### src/rtl/core/assert_macros.svh
// assertion macros shared by the position keeper rtl
// no dependencies
`ifndef ASSERT_MACROS_SVH
`define ASSERT_MACROS_SVH
`ifndef SYNTHESIS
`define ASSERT_IMPLIES(label, clk, rst, ante, cons) \
   label: assert property (@(posedge clk) disable iff (rst) (ante) |-> (cons)) \
      else $error("assertion failed");
`define ASSERT_NEXT(label, clk, rst, ante, cons) \
   label: assert property (@(posedge clk) disable iff (rst) (ante) |=> (cons)) \
      else $error("assertion failed");
`else
`define ASSERT_IMPLIES(label, clk, rst, ante, cons)
`define ASSERT_NEXT(label, clk, rst, ante, cons)
`endif
`endif

### src/rtl/core/pkmtm_ram.sv
// generic single port ram with registered read
// no dependencies
module pkmtm_ram #(
   parameter int unsigned WIDTH = 8,
   parameter int unsigned DEPTH = 16
) (
   input  logic                     clock,
   input  logic                     wr_en,
   input  logic [$clog2(DEPTH)-1:0] addr,
   input  logic [WIDTH-1:0]         wr_data,
   output logic [WIDTH-1:0]         rd_data
);
   logic [WIDTH-1:0] mem [DEPTH];

   // write and registered read
   always_ff @(posedge clock) begin
      if (wr_en) begin
         mem[addr] <= wr_data;
      end
      rd_data <= mem[addr];
   end
endmodule

### config.mk
export PLATFORM = sky130hd
export DESIGN_NAME = pkmtm_ram
export DESIGN_NICKNAME = d
export VERILOG_FILES = /design/src/rtl/core/assert_macros.svh /design/src/rtl/core/pkmtm_ram.sv
export SDC_FILE = /design/constraint.sdc
export NUM_CORES = 1
export LEC_CHECK = 0
export BUFFER_PORTS_ARGS = -buffer_cell sky130_fd_sc_hd__buf_2
export CAP_MARGIN = 20
export CORE_MARGIN = 1.5
export CORE_UTILIZATION = 65
export DETAILED_ROUTE_END_ITERATION = 12
export PLACE_DENSITY = 0.83
export SLEW_MARGIN = 25
export SYNTH_ARGS = -nofsm -noshare
export SYNTH_HDL_FRONTEND = slang
export SYNTH_SLANG_ARGS = --single-unit
### constraint.sdc
create_clock -name clock -period 4.81 [get_ports clock]
set_clock_uncertainty 0.2 [all_clocks]
set_input_delay 0.481 -clock clock [delete_from_list [all_inputs] [get_ports clock]]
set_output_delay 0.481 -clock clock [all_outputs]
set_load 0.02 [all_outputs]
==> impl_metrics.prom <==
# TYPE chip_impl_metric gauge
chip_impl_info{name="netlist.top_cell.by_area",value="edfxtp_1"} 1
chip_impl_metric{name="worst_slew_margin_rel",unit="%"} 34.6
chip_impl_metric{name="die_h",unit="um"} 91.3
chip_impl_metric{name="netlist.area_leader.share",unit="%"} 75.9
chip_impl_info{name="rsz0062_at_grt",value="no"} 1
chip_impl_info{name="hp-class",value="in2reg"} 1
chip_impl_metric{name="placement.io_buffers",unit=""} 21
chip_impl_info{name="cts.root.buffer_cell",value="clkbuf_8"} 1
chip_impl_metric{name="fmax",unit="MHz"} 410
chip_impl_metric{name="ir_worst_vdd",unit="mV"} 0.300
chip_impl_metric{name="grt_start_max_net_pins",unit=""} 40
chip_impl_metric{name="die-area",unit="um2"} 8330
chip_impl_metric{name="period_share",unit="%"} 50.7
chip_impl_metric{name="final_hold_viol_count",unit=""} 0
chip_impl_info{name="worst_r2r_startpoint",value="mem[0][5]$_DFFE_PP_"} 1
chip_impl_metric{name="io_pins",unit=""} 22
chip_impl_info{name="cts_tree",value="done"} 1
chip_impl_metric{name="ff_latch_area",unit="um2"} 4000
chip_impl_metric{name="synthesis.instances",unit=""} 230
chip_impl_metric{name="core_area",unit="um2"} 7650
chip_impl_metric{name="share_comb_of_total_power",unit="%"} 4.6
chip_impl_metric{name="detail_route.wl_per_cell",unit="um"} 27.1
chip_impl_info{name="critPathKind",value="in2reg"} 1
chip_impl_metric{name="post_cts_resized",unit=""} 0
chip_impl_metric{name="min_delay_path_depth",unit=""} 1
chip_impl_metric{name="ys_ff_latch",unit=""} 136
chip_impl_metric{name="numCtsBuffers",unit=""} 17
chip_impl_metric{name="initialDrtViolationCount",unit=""} 382
chip_impl_info{name="main_combinational_cell_family_by_area_after_synthesis",value="multiplexers"} 1
chip_impl_info{name="yosys_most_used_dff",value="edfxtp_1"} 1
chip_impl_metric{name="antenna_found_initial",unit=""} 0
chip_impl_metric{name="power.sequential.fraction",unit="%"} 48.7
chip_impl_info{name="yosys-top-cells-count",value="edfxtp_1 (128), mux4_2 (32), a22oi_1 (16), nor2_1 (13), nand2_1 (9)"} 1
chip_impl_metric{name="power-per-cell-area",unit="nW/um2"} 467
chip_impl_metric{name="synth_adder_area_share",unit="%"} 0
chip_impl_metric{name="ctsLongestPathBuffers",unit=""} 2
chip_impl_metric{name="tns",unit="ns"} 0
chip_impl_info{name="setup.worst_path.start",value="addr[0]"} 1
chip_impl_metric{name="antenna_cells",unit=""} 0
chip_impl_metric{name="global_route.overflow_total",unit=""} 0
chip_impl_metric{name="layout-drive-gt1-share",unit="%"} 32.1
chip_impl_metric{name="vias_in_the_first_global_route",unit=""} 2546
chip_impl_metric{name="timing.final.max_slew_violations",unit=""} 0
chip_impl_metric{name="finalCriticalPeriod",unit="ns"} 2.44
chip_impl_metric{name="synth.net_count",unit=""} 244
chip_impl_metric{name="drc_errors",unit=""} 0
chip_impl_metric{name="timing.reg2reg.worst_path_depth",unit=""} 3
chip_impl_metric{name="post_synth.cell_area_avg",unit="um2"} 22.0
chip_impl_metric{name="die_width",unit="um"} 91.3
chip_impl_metric{name="cts.clk_slew.worst_paths",unit="ns"} 0.06
chip_impl_info{name="min_delay_worst_endpoint",value="mem[6][6]$_DFFE_PP_"} 1
chip_impl_metric{name="critPathArrivalTime",unit="ns"} 2.38
chip_impl_metric{name="synthSimpleGateAreaFrac",unit="%"} 3.21
chip_impl_metric{name="critPathRequiredTime",unit="ns"} 4.75
chip_impl_metric{name="synth_area",unit="um2"} 5070
chip_impl_metric{name="synth-warning-count",unit=""} 0
chip_impl_metric{name="ys_async_sr_fraction",unit="%"} 0
chip_impl_info{name="worstSetupStartpointType",value="input pin"} 1
chip_impl_metric{name="place_hpwl",unit="mm"} 5.97
chip_impl_metric{name="clock-sinks",unit=""} 136
chip_impl_metric{name="cts_setup_buffers",unit=""} 0
chip_impl_metric{name="drt_first_pass_iters",unit=""} 5
chip_impl_metric{name="worstPathMaxFanout",unit=""} 21
chip_impl_metric{name="synth_compound_gate_area_share",unit="%"} 2.37
chip_impl_metric{name="grt_pass1_wl",unit="mm"} 15.4
chip_impl_metric{name="final_cells",unit=""} 379
chip_impl_metric{name="routabilityCongestion",unit=""} 0.787
chip_impl_metric{name="fillerInstances",unit=""} 368
chip_impl_metric{name="detail_route.vias_per_cell",unit=""} 6.46
chip_impl_info{name="timing.hold.worst.start",value="wr_data[6]"} 1
chip_impl_metric{name="area_growth_syn_to_fin",unit="%"} 15.9
chip_impl_info{name="synthMostInstantiatedCell",value="edfxtp_1"} 1
chip_impl_metric{name="dpl.cell_count",unit=""} 347
chip_impl_metric{name="synth_enable_flop_cells",unit=""} 128
chip_impl_metric{name="num-nets-final",unit=""} 278
chip_impl_metric{name="detail-route-antenna-nets",unit=""} 0
chip_impl_info{name="cp_capture_type",value="flip-flop"} 1
chip_impl_metric{name="cts_max_level",unit=""} 4
chip_impl_metric{name="cellLeakagePower",unit="nW"} 1.93
chip_impl_metric{name="cts.hold.buffers_added",unit=""} 0
chip_impl_info{name="run_status",value="finished, final reports clean"} 1
chip_impl_metric{name="reg2reg_slack",unit="ns"} 3.16
chip_impl_metric{name="netSwitchingFraction",unit="%"} 20.2
chip_impl_metric{name="placement.cell_area",unit="um2"} 5280
chip_impl_metric{name="p_int",unit="mW"} 2.19
chip_impl_metric{name="switchingPower",unit="mW"} 0.554
chip_impl_metric{name="ys_seq_area_share",unit="%"} 79.0
chip_impl_metric{name="multi_input_comb_area",unit="um2"} 1000
chip_impl_metric{name="vias",unit=""} 2449
chip_impl_metric{name="finalSetupViolations",unit=""} 0
chip_impl_metric{name="tightestPinTransition",unit="ns"} 0.977
chip_impl_metric{name="netlist-cell-type-count",unit=""} 18
chip_impl_info{name="rr_endpoint",value="rd_data[5]$_DFF_P_"} 1
chip_impl_metric{name="floorplan.rows",unit=""} 32
chip_impl_metric{name="cap_violations",unit=""} 0
chip_impl_metric{name="insertion_delay",unit="ns"} 0.53
chip_impl_metric{name="synth_xor_area_share",unit="%"} 0
chip_impl_metric{name="groute.usage.overall",unit="%"} 27.5
chip_impl_metric{name="final_routed_wirelength_across_all_metal_layers",unit="mm"} 10.3
chip_impl_metric{name="final_area",unit="um2"} 5870
chip_impl_metric{name="start_util",unit="%"} 66.3
chip_impl_metric{name="muxShareOfSynthArea",unit="%"} 14.2
chip_impl_info{name="synth_top_cells_by_area",value="edfxtp_1 (76%), mux4_2 (14%), dfxtp_1 (3.2%)"} 1
chip_impl_metric{name="pwr-share-clk",unit="%"} 46.7
[power groups by stage]
stage	Clock, mW	Sequential (mW)	Combinational (mW)
after global placement	0	1.36	0.120
after floorplan	0	1.37	0.0683
final	1.28	1.34	0.127
after CTS	1.29	1.34	0.127
after global routing	1.35	1.34	0.135
after detailed placement	0	1.36	0.124
[worst max path at each step]
stage,endpoint,slack [ns]
floorplan,mem[0][0]$_DFFE_PP_,2.64
global placement,mem[11][2]$_DFFE_PP_,1.91
detailed placement,mem[11][3]$_DFFE_PP_,1.78
CTS,mem[11][4]$_DFFE_PP_,2.31
global route,mem[11][4]$_DFFE_PP_,2.22
finish,mem[11][4]$_DFFE_PP_,2.37
[area by class of cell]
cell class | instances | area share, %
flip-flops and latches | 136 | 68.2
clock buffers | 21 | 7.65
clock inverters | 11 | 2.49
repair buffers | 26 | 2.43
multi-input cells | 83 | 17.1
well taps | 102 | 2.17
[critical path, stage by stage]
cell and delay [ns]:
buf_2 0.54, buf_4 0.43, nand2_1 0.19, nor2_1 0.73
[routing by layer]
| metal | vias to the layer above | global-route usage, % | wire, um | share of wire, % |
|---|---|---|---|---|
| met4 | 0 | 9.11 | 188 | 1.8 |
| met3 | 18 | 8.29 | 635 | 6.2 |
| li1 | 1036 | - | - | - |
| met2 | 129 | 45.5 | 5510 | 54 |
| met1 | 1266 | 35.3 | 3920 | 38 |
| met5 | - | 0 | 0 | 0 |
[placed cells by master (no fill, tap or decap), types with 4 or more instances in the layout]
cell | Yosys | final
edfxtp_1 | 128 | 128
mux4_2 | 32 | 32
buf_2 | 2 | 21
a22oi_1 | 16 | 16
clkbuf_16 | 0 | 16
nor2_1 | 13 | 13
nand2_1 | 9 | 9
dfxtp_1 | 8 | 8
buf_4 | 0 | 5
nor3_1 | 4 | 4
[per-stage QoR]
step	utilization [%]	hold slack (ns)	total power, mW	setup WS, ns
final	76.8	0.145	2.74	2.37
after global routing	76.8	0.132	2.82	2.22
after CTS	76.8	0.131	2.76	2.31
after detailed placement	69.0	0.464	1.48	1.78
after global placement	69.0	0.451	1.48	1.91
after floorplan	-	0.380	1.43	2.64
[state kept, by name (all words and copies together) (netlist names)]
name     flops
mem        128
rd_data      8
[cells by family (layout without fill, tap and decap cells)]
logic type	count (synthesis)	count (layout)
compound gates	16	16
buf+inv	11	58
flops	136	136
mux	32	32
simple gates	35	35
No activity file was read; power rests on OpenSTA's default activity.
