### config.mk
export PLATFORM = sky130hd
export DESIGN_NAME = pkmtm_div
export DESIGN_NICKNAME = d
export VERILOG_FILES = /design/src/rtl/core/assert_macros.svh /design/src/rtl/core/pkmtm_div.sv
export SDC_FILE = /design/constraint.sdc
export NUM_CORES = 1
export LEC_CHECK = 0
export ABC_AREA = 0
export BUFFER_PORTS_ARGS = -buffer_cell sky130_fd_sc_hd__clkbuf_2
export CORE_MARGIN = 5
export CORE_UTILIZATION = 50
export CTS_CLUSTER_SIZE = 25
export DETAILED_ROUTE_END_ITERATION = 10
export MAX_ROUTING_LAYER = met4
export PLACE_DENSITY = 0.76
export RECOVER_POWER = 25
export REMOVE_ABC_BUFFERS = 1
export SYNTH_ARGS = -nofsm -noshare
export SYNTH_HDL_FRONTEND = slang
export SYNTH_SLANG_ARGS = --single-unit
### constraint.sdc
create_clock -name clock -period 4 [get_ports clock]
set_input_delay 0.4 -clock clock [delete_from_list [all_inputs] [get_ports clock]]
set_output_delay 0.4 -clock clock [all_outputs]
set_load 0.02 [all_outputs]
### src/rtl/core/assert_macros.svh
// assertion macros shared by the position keeper rtl
// no dependencies
`ifndef ASSERT_MACROS_SVH
`define ASSERT_MACROS_SVH
`ifndef SYNTHESIS
`define ASSERT_IMPLIES(label, clk, rst, ante, cons) \
   label: assert property (@(posedge clk) disable iff (rst) (ante) |-> (cons)) \
      else $error("assertion failed");
`define ASSERT_NEXT(label, clk, rst, ante, cons) \
   label: assert property (@(posedge clk) disable iff (rst) (ante) |=> (cons)) \
      else $error("assertion failed");
`else
`define ASSERT_IMPLIES(label, clk, rst, ante, cons)
`define ASSERT_NEXT(label, clk, rst, ante, cons)
`endif
`endif

### src/rtl/core/pkmtm_div.sv
// unsigned restoring divider, one quotient bit per cycle
// depends on nothing
module pkmtm_div (
   input  logic        clock,
   input  logic        reset,
   input  logic        start,
   input  logic [95:0] dividend,
   input  logic [32:0] divisor,
   output logic        done,
   output logic [31:0] quotient
);
   logic [95:0] quo_ff, quo_in;
   logic [33:0] rem_ff, rem_in;
   logic [32:0] den_ff, den_in;
   logic [6:0]  cnt_ff, cnt_in;
   logic        busy_ff, busy_in;
   logic [33:0] trial;

   // shift-subtract step
   always_comb begin
      quo_in  = quo_ff;
      rem_in  = rem_ff;
      den_in  = den_ff;
      cnt_in  = cnt_ff;
      busy_in = busy_ff;
      trial   = {rem_ff[32:0], quo_ff[95]};
      done    = 1'b0;
      if (start) begin
         quo_in  = dividend;
         rem_in  = '0;
         den_in  = divisor;
         cnt_in  = 7'd96;
         busy_in = 1'b1;
      end else if (busy_ff) begin
         if (trial >= {1'b0, den_ff}) begin
            rem_in = trial - {1'b0, den_ff};
            quo_in = {quo_ff[94:0], 1'b1};
         end else begin
            rem_in = trial;
            quo_in = {quo_ff[94:0], 1'b0};
         end
         cnt_in = cnt_ff - 7'd1;
         if (cnt_ff == 7'd1) begin
            busy_in = 1'b0;
            done    = 1'b1;
         end
      end
   end

   assign quotient = quo_in[31:0];

   always_ff @(posedge clock) begin
      if (reset) begin
         busy_ff <= 1'b0;
         cnt_ff  <= '0;
      end else begin
         busy_ff <= busy_in;
         cnt_ff  <= cnt_in;
      end
      quo_ff <= quo_in;
      rem_ff <= rem_in;
      den_ff <= den_in;
   end
endmodule

==> key figures, run 1 <==
Status
  – Status: complete, but fails checks
  – Violated checks: capacitance limit, slew limit

Run
  – Max Cap Viol: 2

Global route
  – Largest net degree at the start of global routing: 67
  – Congestion Overflow GR: 0
  – First-pass GRT wire length: 32,400 um
  – Total GRT Usage: 20.5%
  – Initial antenna violation count: 0
  – Number of global-route vias before repair: 6,573

Placed design
  – GP Congestion: 0.938
  – Setup Slack @ Placement: 0.565 ns
  – PortBufs: 164
  – Dpl hpwl: 14,100 um

Timing
  – Fmax achieved: 0.270 GHz
  – Final hold violations: 0
  – Final Max Tran Viols: 74
  – Worst setup margin: 0.292 ns
  – Final Critical Period: 3.71 ns
  – Endpoints failing setup: 0
  – Slew margin rel.: -29.5%
  – Tcrit/Tclk final: 92.7%
  – Clk_skew: 0.0122 ns
  – RSZ-0062 raised after global routing: false
  – Worst hold slack: 0.135 ns
  – Setup TNS: 0 ns
  – Worst-Margin Slew: 1.94 ns

Floorplanning
  – Row cnt: 48
  – Total I/O pin count: 165
  – Die ar.: 0.0204 mm2
  – Die W: 143 um
  – Core ar.: 0.0173 mm2
  – Die span in y: 143 um
  – Initial cell density of the core: 51.0%

Layout
  – Fraction of layout cells with a size suffix above 1: 21.6%
  – Synth-to-Final Area Change: 15.2%
  – N_diodes: 0
  – Final net count: 1,140
  – Most frequent cells in the layout: clkbuf_2 (161), edfxtp_1 (97), nand2_1 (84), a22o_1 (74), dfxtp_1 (73)
  – Commonest non-fill, non-tap cell in the layout: clkbuf_2

Synthesis
  – Register area share after synthesis: 49.6%
  – Distinct cells, synth: 55
  – Synth Cell Area: 0.00883 mm2
  – Synth warnings: 0
  – Synthesized area per cell: 10.2 um2
  – EDFF count, synth: 97
  – Synth Register Bits: 170
  – FFs w/ async S/R, synth: 0%
  – Top FF cell, synth: edfxtp_1
  – Cells after Synth: 863

Pwr
  – PwrDens: 443 mW/mm2
  – Lkg Pwr: 4.45 nW
  – Peak VDD IR: 0.317 mV

Drt
  – Drt first pass iters: 8
  – DRC violations left: 0
  – Routed vias/inst: 5.63
  – Avg WL per Cell: 16.9 um
  – Starting DRC count in detailed routing: 464
  – Final WL: 20,500 um
  – Via Count: 6,816
  – ANT nets after route: 0

CTS
  – TritonCTS buffer count: 17
  – Hold_buf cts: 0
  – Root Buffer: clkbuf_16
  – # clock sinks: 170
  – Worst-path clk slew: 0.08 ns
  – Worst-Skew Late Latency: 0.43 ns
  – Maximum clock path buffer count: 2
  – CTS tree: done
  – H-tree levels: 4

Worst setup path
  – Setup CP Type: flop to output port
  – Reg2Reg Depth: 14
  – RR Startpoint: quo_ff[95]
  – Startpoint type of the worst setup path: flop
  – Worst Setup End Kind: output port
  – Req. time, crit path: 3.60 ns
  – Worst reg2reg setup slack: 0.62 ns
  – RR Endpoint: rem_ff[32]
  – Crit path max fanout: 7
  – WP data arrival: 3.31 ns

Worst hold path
  – WHS Endpoint: den_ff[22]
  – HP Class: primary input to flop
  – Worst Hold Launch: divisor[22]
  – Hold depth: 1
[layout make-up]
type                       count  area (um2)
clock buffer                  20         468
clock inverter                12         111
fill                        1516        7130
inverter                      45         171
multi-input combinational    564        3860
sequential                   170        4370
tap                          225         282
timing repair buffer         174         901
[critical path, cell delays in order, from the launching register on]
cell and delay (ns):
edfxtp_1 0.32, inv_1 0.04, ha_1 0.39, nand2_1 0.12
or4_1 0.54, nor3_1 0.26, o31ai_2 0.11, a31oi_1 0.27
o32ai_4 0.15, inv_4 0.15, mux2i_1 0.09, o21ai_0 0.22
clkbuf_2 0.22
[where the power goes]
part | switching [mW] | internal [mW] | leakage [nW]
Clock | 0.739 | 0.900 | 0.294
Combinational | 0.457 | 0.318 | 2.56
Sequential | 0.0726 | 2.01 | 1.60
Total | 1.27 | 3.23 | 4.45
[metrics by stage]
step	power, mW	instances	area (um2)	util (%)
after global routing	4.69	1210	10200	58.8
after global placement	2.87	1178	9590	55.4
after detailed placement	2.88	1178	9590	55.4
final	4.50	1210	10200	58.8
after CTS	4.52	1210	10200	58.8
after floorplan	2.62	779	8370	-
[state kept, by name, summed over array words and instances (netlist names)]
| signal | cells |
|---|---|
| quo_ff | 96 |
| den_ff | 33 |
| rem_ff | 33 |
| cnt_ff | 7 |
| busy_ff | 1 |
[per-layer routing]
layer  track usage, %  vias to the layer above  routed length (um)
met4             5.45                        0                 285
met3             5.53                       27                1630
met1             26.7                     3165                9200
met2             31.8                      262                9380
met5                -                        -                   0
li1                 -                     3362                   -
[synthesized netlist by cell type (7+ instances only)]
cell | number | area share, %
mux2i_1 | 39 | 4.4
buf_4 | 33 | 2.8
nand3_1 | 13 | 0.74
a21oi_1 | 39 | 2.2
xor2_1 | 14 | 1.4
nor2_1 | 44 | 1.9
dfxtp_1 | 73 | 17
a22o_1 | 74 | 7.3
a31oi_1 | 10 | 0.71
xnor2_1 | 19 | 1.9
nor2b_1 | 7 | 0.50
o21ai_0 | 64 | 3.6
nor3_1 | 20 | 1.1
nand2_1 | 84 | 3.6
ha_1 | 35 | 5.0
inv_1 | 44 | 1.9
a211oi_1 | 13 | 1.1
clkbuf_1 | 40 | 1.7
a21o_1 | 18 | 1.5
edfxtp_1 | 97 | 33
[timing repair]
item / in CTS / in global routing
resized for setup: 0 / 4
setup buffers: 0 / 0
endpoints found under the hold margin: 0 / 0
setup endpoints to repair: 0 / 1
[logic make-up after synthesis]
logic type / after synthesis / share of synthesized area (%)
compound gates: 258 / 20.3
simple gates: 198 / 10.1
flops: 170 / 49.6
mux: 39 / 4.42
fa+ha+maj: 36 / 5.19
buf+inv: 129 / 7.10
xor+xnor: 33 / 3.27
[worst max-delay path by stage]
stage | from | endpoint | slack, ns | depth (start not counted)
after floorplan | busy_ff | rem_ff[29] | -1.26 | 3
after global placement | quo_ff[95] | rem_ff[32] | 0.65 | 14
after detailed placement | quo_ff[95] | rem_ff[32] | 0.57 | 14
after CTS | quo_ff[95] | quotient[0] | 0.14 | 14
after global routing | den_ff[16] | quotient[0] | 0.05 | 12
final | den_ff[17] | quotient[0] | 0.29 | 12
Power figures use the tool's default switching activity.
==> run 2: changes to the inputs <==
--- a/config.mk
+++ b/config.mk
@@ -9,6 +9,7 @@
 export BUFFER_PORTS_ARGS = -buffer_cell sky130_fd_sc_hd__clkbuf_2
 export CORE_MARGIN = 5
 export CORE_UTILIZATION = 50
+export CTS_CLUSTER_DIAMETER = 40
 export CTS_CLUSTER_SIZE = 25
 export DETAILED_ROUTE_END_ITERATION = 10
 export MAX_ROUTING_LAYER = met4
==> constraint.sdc (replaced) <==
create_clock -name clock -period 3.7 [get_ports clock]
set_input_delay 0.37 -clock clock [delete_from_list [all_inputs] [get_ports clock]]
set_output_delay 0.37 -clock clock [all_outputs]
set_load 0.02 [all_outputs]
==> run 2 against run 1 <==
  * The flow still finishes with violations (capacitance limit, slew limit)
  * Routed wire length is 0.18% higher
  * Clock power grew 9%
  * Register-to-register slack got worse by 0.03 ns
  * Non-clock buffer count up 2
  * Utilization is 0.36 points higher
  * Global-route usage rose by 0.54 points
  * Sequential power increased by 8%
==> key figures, run 2 (synthesized netlist as in run 1, its figures left out) <==
Worst setup path
  – WP data arrival: 3.13 ns (was 3.31 ns)
  – Worst reg2reg setup slack: 0.59 ns (was 0.62 ns)
  – Setup CP Type: flop to output port (unchanged)
  – RR Endpoint: rem_ff[7] (was rem_ff[32])
  – Worst Setup SP: quo_ff[95] (was den_ff[17])
  – Req. time, crit path: 3.33 ns (was 3.60 ns)
  – Startpoint type of the worst setup path: flop (unchanged)
  – Worst Setup End Kind: output port (unchanged)
  – Crit path max fanout: 3 (was 7)
  – Reg2Reg Depth: 13 (was 14)
  – RR Startpoint: quo_ff[95] (unchanged)

Global route
  – Met3 usage in global routing: 6.73% (was 5.53%)
  – Met1 Resource Use GR: 27.5% (was 26.7%)
  – Largest net degree at the start of global routing: 64 (was 67)
  – Number of global-route vias before repair: 6,680 (was 6,573)
  – Initial antenna violation count: 0 (unchanged)
  – GRT met2 Usage: 31.8% (about the same)
  – First-pass GRT wire length: 33,200 um (was 32,400 um)
  – Total GRT Usage: 21.0% (was 20.5%)
  – GRT busiest layer: met2 (unchanged)
  – Congestion Overflow GR: 0 (unchanged)

Placed design
  – PortBufs: 164 (unchanged)
  – GP Congestion: 0.931 (was 0.938)
  – Placed Area: 0.00960 mm2 (was 0.00959 mm2)
  – Post-Place Cells: 1,180 (was 1,178)
  – Dpl hpwl: 14,400 um (was 14,100 um)

Layout
  – Max FFs per register: 96 (unchanged)
  – Synth-to-Final Area Change: 15.9% (was 15.2%)
  – Most frequent cells in the layout: clkbuf_2 (161), edfxtp_1 (97), nand2_1 (84), a22o_1 (74), dfxtp_1 (73) (unchanged)
  – Reg with most FFs: quo_ff (unchanged)
  – Final net count: 1,142 (was 1,140)
  – Fill count: 1,515 (was 1,516)
  – Non-filler cells, final: 1,212 (was 1,210)
  – Top flop regs: quo_ff (96), den_ff (33), rem_ff (33) (unchanged)
  – N_diodes: 0 (unchanged)
  – Fraction of layout cells with a size suffix above 1: 22.6% (was 21.6%)
  – Post-route cell area: 0.0102 mm2 (about the same)
  – Commonest non-fill, non-tap cell in the layout: clkbuf_2 (unchanged)

Floorplanning
  – Die span in y: 143 um (unchanged)
  – Die ar.: 0.0204 mm2 (unchanged)
  – Die W: 143 um (unchanged)
  – Initial cell density of the core: 51.0% (unchanged)
  – Total I/O pin count: 165 (unchanged)
  – Core ar.: 0.0173 mm2 (unchanged)
  – Row cnt: 48 (unchanged)

Drt
  – Routed vias/inst: 5.60 (was 5.63)
  – Starting DRC count in detailed routing: 453 (was 464)
  – Via Count: 6,793 (was 6,816)
  – Drt first pass iters: 5 (was 8)
  – Avg WL per Cell: 16.9 um (about the same)
  – DRC violations left: 0 (unchanged)
  – ANT nets after route: 0 (unchanged)
  – Final WL: 20,500 um (about the same)

CTS
  – CTS tree: done (unchanged)
  – Worst-path clk slew: 0.07 ns (was 0.08 ns)
  – Setup repair bufs after CTS: 0 (unchanged)
  – Maximum clock path buffer count: 2 (unchanged)
  – # clock sinks: 170 (unchanged)
  – Root Buffer: clkbuf_16 (unchanged)
  – H-tree levels: 4 (unchanged)
  – TritonCTS buffer count: 17 (unchanged)
  – Worst-Skew Late Latency: 0.44 ns (was 0.43 ns)

Timing
  – Final Critical Period: 3.50 ns
  – Tcrit/Tclk final: 94.6%
  – Fmax achieved: 0.286 GHz
  – Final Max Tran Viols: 54 (was 74)
  – Slew margin rel.: -69.5% (was -29.5%)
  – Endpoints failing setup: 0 (unchanged)
  – RSZ-0062 raised after global routing: false (unchanged)
  – Clk_skew: 0.0126 ns (was 0.0122 ns)
  – Setup TNS: 0 ns (unchanged)
  – Final hold violations: 0 (unchanged)
  – Worst-Margin Slew: 2.54 ns (was 1.94 ns)

Pwr
  – Clock power share: 36.6% (was 36.4%)
  – Lkg Pwr: 4.47 nW (was 4.45 nW)
  – Switching power: 1.42 mW (was 1.27 mW)
  – Part of the power in registers: 46.2% (was 46.4%)
  – Internal power: 3.46 mW (was 3.23 mW)
  – Peak VDD IR: 0.343 mV (was 0.317 mV)
  – Sw Ratio: 29.1% (was 28.2%)
  – PwrDens: 477 mW/mm2 (was 443 mW/mm2)
  – Comb pwr share: 17.2% (about the same)

Status
  – Violated checks: capacitance limit, slew limit (unchanged)
  – Status: complete, but fails checks (unchanged)

Worst hold path
  – WHS Endpoint: den_ff[24] (was den_ff[22])
  – HP Class: primary input to flop (unchanged)
  – Hold depth: 1 (unchanged)
  – Worst Hold Launch: divisor[24] (was divisor[22])

Run
  – Max Cap Viol: 1 (was 2)
-- run 2: power by group through the flow --
stage,logic [mW],registers [mW],clock network (mW)
floorplan,0.548,2.28,0
global placement,0.816,2.29,0
detailed placement,0.830,2.29,0
CTS,0.835,2.26,1.82
global route,0.932,2.27,1.90
finish,0.840,2.26,1.79
-- run 2: routing by layer --
metal | part of all wire [%] | routed length [um]
met5 | 0 | 0
met4 | 1.2 | 253
met3 | 8.0 | 1630
met2 | 46 | 9480
met1 | 45 | 9170
-- run 2: layout make-up --
type                    instances  area, um2  area share, %
multi-input cells             564       3890           38.0
repair buffers                176        923           9.03
clock inverters                15        166           1.63
inverters                      45        169           1.65
clock buffers                  17        425           4.16
flip-flops and latches        170       4370           42.8
well taps                     225        282           2.75
-- run 2: stage by stage --
| step | total power, mW | setup WS, ns | hold slack (ns) | utilization [%] |
|---|---|---|---|---|
| after floorplan | 2.83 | -1.56 | 0.442 | - |
| after global placement | 3.11 | 0.478 | 0.476 | 55.5 |
| after detailed placement | 3.12 | 0.443 | 0.494 | 55.5 |
| after CTS | 4.91 | 0.0111 | 0.0833 | 59.0 |
| after global routing | 5.10 | 0.000274 | 0.0863 | 59.1 |
| final | 4.88 | 0.202 | 0.100 | 59.1 |
-- run 2: worst max-delay path, stage by stage, from the launching register on --
cell and delay [ns]:
edfxtp_1 0.39, inv_1 0.07, ha_1 0.15, inv_1 0.05
fa_2 0.37, a211oi_2 0.26, o21ai_0 0.17, and2_1 0.21
o31ai_4 0.21, a31oi_2 0.14, o32ai_4 0.19, inv_2 0.08
mux2i_1 0.15, o21ai_1 0.09, clkbuf_2 0.18
-- run 2: what timing repair did --
| action | in CTS | in global routing |
|---|---|---|
| setup endpoints to repair | 1 | 1 |
| gates resized for setup | 1 | 10 |
| pin swaps | 0 | 1 |
| hold buffers | 0 | 0 |
-- run 2: worst max-delay path by stage --
stage / slack [ns] / endpoint
final: 0.20 / quotient[0]
after global routing: 0.0003 / quotient[0]
after CTS: 0.01 / quotient[0]
after detailed placement: 0.44 / rem_ff[7]
after global placement: 0.48 / quotient[0]
after floorplan: -1.56 / rem_ff[29]
